**config.mk**
```make
export PLATFORM = sky130hd
export DESIGN_NAME = icatt_mul
export DESIGN_NICKNAME = d
export VERILOG_FILES = /design/src/hdl/icatt_pkg.sv /design/src/hdl/icatt_mul.sv
export SDC_FILE = /design/constraint.sdc
export NUM_CORES = 2
export LEC_CHECK = 0
export CAP_MARGIN = 20
export CORE_MARGIN = 5
export CORE_UTILIZATION = 50
export DETAILED_ROUTE_END_ITERATION = 12
export DONT_BUFFER_PORTS = 1
export GPL_TIMING_DRIVEN = 0
export PLACE_DENSITY = 0.67
export REMOVE_ABC_BUFFERS = 1
export SLEW_MARGIN = 20
export SYNTH_ARGS = -nofsm -noshare
export SYNTH_HDL_FRONTEND = slang
export SYNTH_SLANG_ARGS = --single-unit
```
**constraint.sdc**
```tcl
create_clock -name clock -period 17.8 [get_ports clock]
set_clock_uncertainty 0.1 [all_clocks]
set_input_delay 5.34 -clock clock [delete_from_list [all_inputs] [get_ports clock]]
set_output_delay 5.34 -clock clock [all_outputs]
set_load 0.03 [all_outputs]
```
**src/hdl/icatt_pkg.sv**
```systemverilog
`default_nettype none

package icatt_pkg;

   // Default number of fractional bits of every angle.
   localparam int ANGLE_FRAC_BITS_DEF = 16;

   localparam int CORDIC_STEPS = 24;
   localparam int CORDIC_FRAC  = 24;

   // Shared multiplier operand and product widths.
   localparam int MUL_A_W = 38;
   localparam int MUL_B_W = 33;
   localparam int MUL_P_W = MUL_A_W + MUL_B_W;

   // Width of the internal working word for shifts and saturation.
   localparam int WIDE_W = 72;

   localparam logic signed [MUL_B_W-1:0] PI_OVER_180_Q32 = 33'sd74961321;
   localparam logic signed [WIDE_W-1:0]  YAW_DEG_LIMIT   = 72'sd64424509440;
   localparam logic signed [WIDE_W-1:0]  ONE_Q30         = 72'sd1073741824;
   localparam logic [24:0]               WEIGHT_ONE      = 25'd16777216;
   // ceil(2^33 / 6): exact quotient for dividends below 2^31.
   localparam logic signed [MUL_B_W-1:0] DIV6_RECIP      = 33'sd1431655766;
   localparam int                        DIV6_SHIFT      = 33;

   // Configuration register indexes.
   localparam logic [2:0] CSR_OFFSET_PITCH = 3'd0;
   localparam logic [2:0] CSR_OFFSET_ROLL  = 3'd1;
   localparam logic [2:0] CSR_OFFSET_YAW   = 3'd2;
   localparam logic [2:0] CSR_GYRO_GAIN    = 3'd3;
   localparam logic [2:0] CSR_ACCEL_WEIGHT = 3'd4;
   localparam logic [2:0] CSR_PITCH_TRIM   = 3'd5;
   localparam logic [2:0] CSR_ROLL_TRIM    = 3'd6;

   localparam logic [31:0] GYRO_GAIN_RST    = 32'd262423;
   localparam logic [24:0] ACCEL_WEIGHT_RST = 25'd6711;
   localparam logic [31:0] PITCH_TRIM_RST   = 32'd78643;
   localparam logic [31:0] ROLL_TRIM_RST    = 32'd72090;

   // Arctangent of 2^-i in degrees, 24 fractional bits.
   function automatic logic [29:0] atan_deg_q24(input logic [4:0] i);
      logic [29:0] v;
      case (i)
         5'd0:  v = 30'd754974720;
         5'd1:  v = 30'd445687602;
         5'd2:  v = 30'd235489089;
         5'd3:  v = 30'd119537938;
         5'd4:  v = 30'd60000934;
         5'd5:  v = 30'd30029717;
         5'd6:  v = 30'd15018523;
         5'd7:  v = 30'd7509720;
         5'd8:  v = 30'd3754917;
         5'd9:  v = 30'd1877466;
         5'd10: v = 30'd938734;
         5'd11: v = 30'd469367;
         5'd12: v = 30'd234684;
         5'd13: v = 30'd117342;
         5'd14: v = 30'd58671;
         5'd15: v = 30'd29335;
         5'd16: v = 30'd14668;
         5'd17: v = 30'd7334;
         5'd18: v = 30'd3667;
         5'd19: v = 30'd1833;
         5'd20: v = 30'd917;
         5'd21: v = 30'd458;
         5'd22: v = 30'd229;
         5'd23: v = 30'd115;
         default: v = '0;
      endcase
      return v;
   endfunction

   // Right shift that rounds half toward plus infinity.
   function automatic logic signed [WIDE_W-1:0] round_shift(
      input logic signed [WIDE_W-1:0] x, input int unsigned s);
      logic signed [WIDE_W-1:0] one;
      one = 72'sd1;
      if (s == 0) begin
         return x;
      end
      return (x + (one <<< (s - 1))) >>> s;
   endfunction

   function automatic logic signed [31:0] sat32(input logic signed [WIDE_W-1:0] x);
      if (x > 72'sd2147483647) begin
         return 32'sh7fffffff;
      end
      if (x < -72'sd2147483648) begin
         return 32'sh80000000;
      end
      return x[31:0];
   endfunction

endpackage

`default_nettype wire

```
**src/hdl/icatt_mul.sv**
```systemverilog
`default_nettype none

module icatt_mul (
   input  wire logic                                  clock,
   input  wire logic signed [icatt_pkg::MUL_A_W-1:0]  a,
   input  wire logic signed [icatt_pkg::MUL_B_W-1:0]  b,
   output logic signed [icatt_pkg::MUL_P_W-1:0]       p
);
   import icatt_pkg::*;

   logic signed [MUL_P_W-1:0] p_ff;

   // The product is registered; it is valid in the cycle after the operands.
   always_ff @(posedge clock) begin
      p_ff <= MUL_P_W'(a) * MUL_P_W'(b);
   end

   assign p = p_ff;

endmodule

`default_nettype wire

```
; Yosys cells after proc, flatten, opt, wreduce, memory -nomap -nowiden
; Index checks and enable logic that the tools add are counted.
[totals]
reg_bits = 71
input_bits = 72
out_inout_bits = 71
[op_classes]
n_mul = 1
[ops]
columns = operator, n
row1 = 38-bit by 33-bit multiplier with 71-bit output, 1

; Logic depth before layout (Yosys ltp)
[logic_depth]
depth_word = 1
ltp_mapped = 30

; Least setup slack after synthesis
; No wires, ideal clock.
[synth_path]
path_type = input -> register
startpoint = in a[37] (netlist bit)
endpoint = reg p_ff[68] (netlist: p[68])
setup_time_ns = 0.134
t_arrival_ns = 12.582
required_ns = 17.566
setup_slack_ns = 4.983
cell_stages = 25
path_buffers = 2
cell_sequence = clkbuf_1 > nand2_1 > inv_1 > fa_1 > fa_1 > inv_1 > fa_1 > inv_1 > fa_1 > inv_1 > fa_1 > fa_1 > fa_1 > fa_1 > inv_1 > ha_1 > clkbuf_1 > a21o_1 > a21o_1 > a21oi_1 > o21bai_1 > a21oi_1 > o21ai_4 > nor3b_1 > or4_1
[synth_via]
elab_chain_len = 1
[synth_lines]
columns = element, line_no
row1 = start: declaration, icatt_mul.sv:5  ; input wire logic signed [icatt_pkg::MUL_A_W-1:0] a,
row2 = 38-bit by 33-bit multiplier with 71-bit output, icatt_mul.sv:15  ; p_ff <= MUL_P_W'(a) * MUL_P_W'(b);
row3 = end signal: assignment, icatt_mul.sv:15
row4 = end: declaration, icatt_mul.sv:11  ; logic signed [MUL_P_W-1:0] p_ff;
; Every way passes these cells.

; Worst setup path in the final report
[layout_path]
startpoint = in a[37] (netlist bit)
endpoint = reg p_ff[70] (netlist: p[70])
; The elaborated chain is that of the path after synthesis.

==> out/metrics.cfg <==
[run_status]
outcome=finished, final reports clean

[worst_setup_path]
cp.arrival_ps=13530
cpMaxStageDelayCell=fa_1
crit_top_cell=fa_1
crit_family=adder cells
worstSetupPathType=input port to register
endpoint_kind=register
path_max_fanout=33
crit_required_ps=18000
start_kind=input port
crit_chain=nand2_1 -> inv_1 -> fa_1 -> fa_1 -> inv_1 -> fa_1 -> inv_1 -> fa_1 -> inv_1 -> fa_1 -> fa_1 -> fa_1 -> fa_1 -> inv_1 -> ha_1 -> and3_1 -> nand4_1 -> a2111oi_2 -> o21ai_1 -> o211a_1 -> a41oi_1 -> xnor2_1
critPathBufInv=5
crit_path_max_incr_delay_ps=930

[clocking]
cts_tree=built
cts-resized-gates=0
cts_buffers=9
cts.sinks=71
cts_hold_buf=0
path_clk_slew_ps=70
cts_max_level=3
clockRootBuffer=clkbuf_16
clockBufferDepth=2
post_cts_buffers=0

[synthesis]
syn_avg_cell_area_um2=9.30
synth_edf_count=0
async_flop_share_pct=0
synth.area.top_cells=fa_1, inv_1, and2_1
yosys.area.top_type=fa_1
ys.flop_type=dfxtp_1
netlist_instances=4893
ys_ff_latch=71
ys_warn_count=0
synth_top_area_share_pct=57.2
yosysSeqAreaShare_pct=3.12
ys_types=77
synth_area_um2=45500

[routing]
wl_mm=124
drc_errors=0
drtIter0Drc=1927
via_per_inst=5.41
ant_nets=0
vias=31400
wl_per_cell_um=21.3
dr.pass1.iters=5

[sta]
drv_slew=0
grt_setup_unrepaired=no
finalSetupTns_ps=0
period_share_pct=74.9
post-route-min-period_ps=13330
max_freq_mhz=75.0
slew-limit-headroom_pct=29.5
finalHoldViolations=0
setup_violations=0
worst_slew_pin_slew_ps=1050

[floorplanning]
core_area_um2=90100
rows=110
start_util_pct=50.5
die_x_um=312
die_h_um=312
num_io_pins=143
dieArea_um2=97100

[final_layout]
fin_nets=6230
fin_area_um2=46200
n_fill_cell=8393
multi_input_area_um2=38200
final_common_cell=fa_1
final_cell_mix=fa_1, inv_1, nand2_1, and2_1, ha_1
seq_area_um2=1420
drive_gt1_share_pct=1.12
largest_reg_flops=71
syn2layout_area_growth_pct=1.49

[global_routing]
overflow=0
grt_max_degree=39
grt_pass1_wl_mm=200
grt_usage_pct=26.6
grt_pass1_vias=35200
antenna_found_initial=5

[placement]
placed_area_um2=45900
dp_hpwl_mm=90.9
globalplace.congestion=0.908
port_buffers=0

[min_path]
min_path_type=input port to register

[run]
cap_violations=0

-- path summary, 6_finish.rpt --
| check | startpoint | to | slack, ps | depth (start not counted) |
|---|---|---|---|---|
| hold / removal | b[0] | p[0]$_DFF_P_ | 4960 | 1 |
| setup / recovery | a[37] | p[70]$_DFF_P_ | 4470 | 22 |
-- through the flow --
step | util, % | instances | worst slack [ps] | hold WS, ps
final | 51.2 | 5814 | 4470 | 4960
after global routing | 51.2 | 5811 | 3970 | 4960
after CTS | 51.2 | 5811 | 4360 | 4950
after detailed placement | 50.9 | 5796 | 3970 | 5370
after floorplan | - | 4620 | 5270 | 5360
after global placement | 50.9 | 5796 | 3830 | 5370
-- cell type report --
cell class                 instances  area share [%]
multi-input combinational       3265            82.7
inverter                        1284            10.4
antenna                            3          0.0163
tap                             1176            3.19
clock inverter                     5          0.0731
sequential                        71            3.08
clock buffer                      10           0.517
-- layer usage --
metal	vias to the layer above	part of all wire (%)	GRT usage [%]
met1	16400	38	34.2
met2	1421	48	44.4
met4	4	4.1	9.51
met5	-	0.020	0
met3	325	9.2	6.51
li1	13300	-	-
-- cells in the mapped netlist, types with 16 or more instances --
cell type / instances
and2_1: 556
xnor2_1: 59
o21ai_0: 28
nor2_1: 70
nand2_1: 713
a21o_1: 43
fa_1: 1300
inv_1: 1284
a21oi_1: 73
clkbuf_1: 256
ha_1: 227
o21bai_1: 16
xor2_1: 19
dfxtp_1: 71
-- cell families after synthesis --
family	count (synthesis)	share of synthesized area, %
buffers and inverters	1557	13.0
flip-flops	71	3.12
AND/OR/NAND/NOR	1420	15.3
multiplexers	2	0.0467
XOR/XNOR	78	1.50
adder cells (fa/ha/maj)	1527	63.4
AO/OA/AOI/OAI	238	3.67
Power is left out: the tool's default activity adds up to more than one toggle a clock period on the data nets, which glitch-free logic cannot reach.
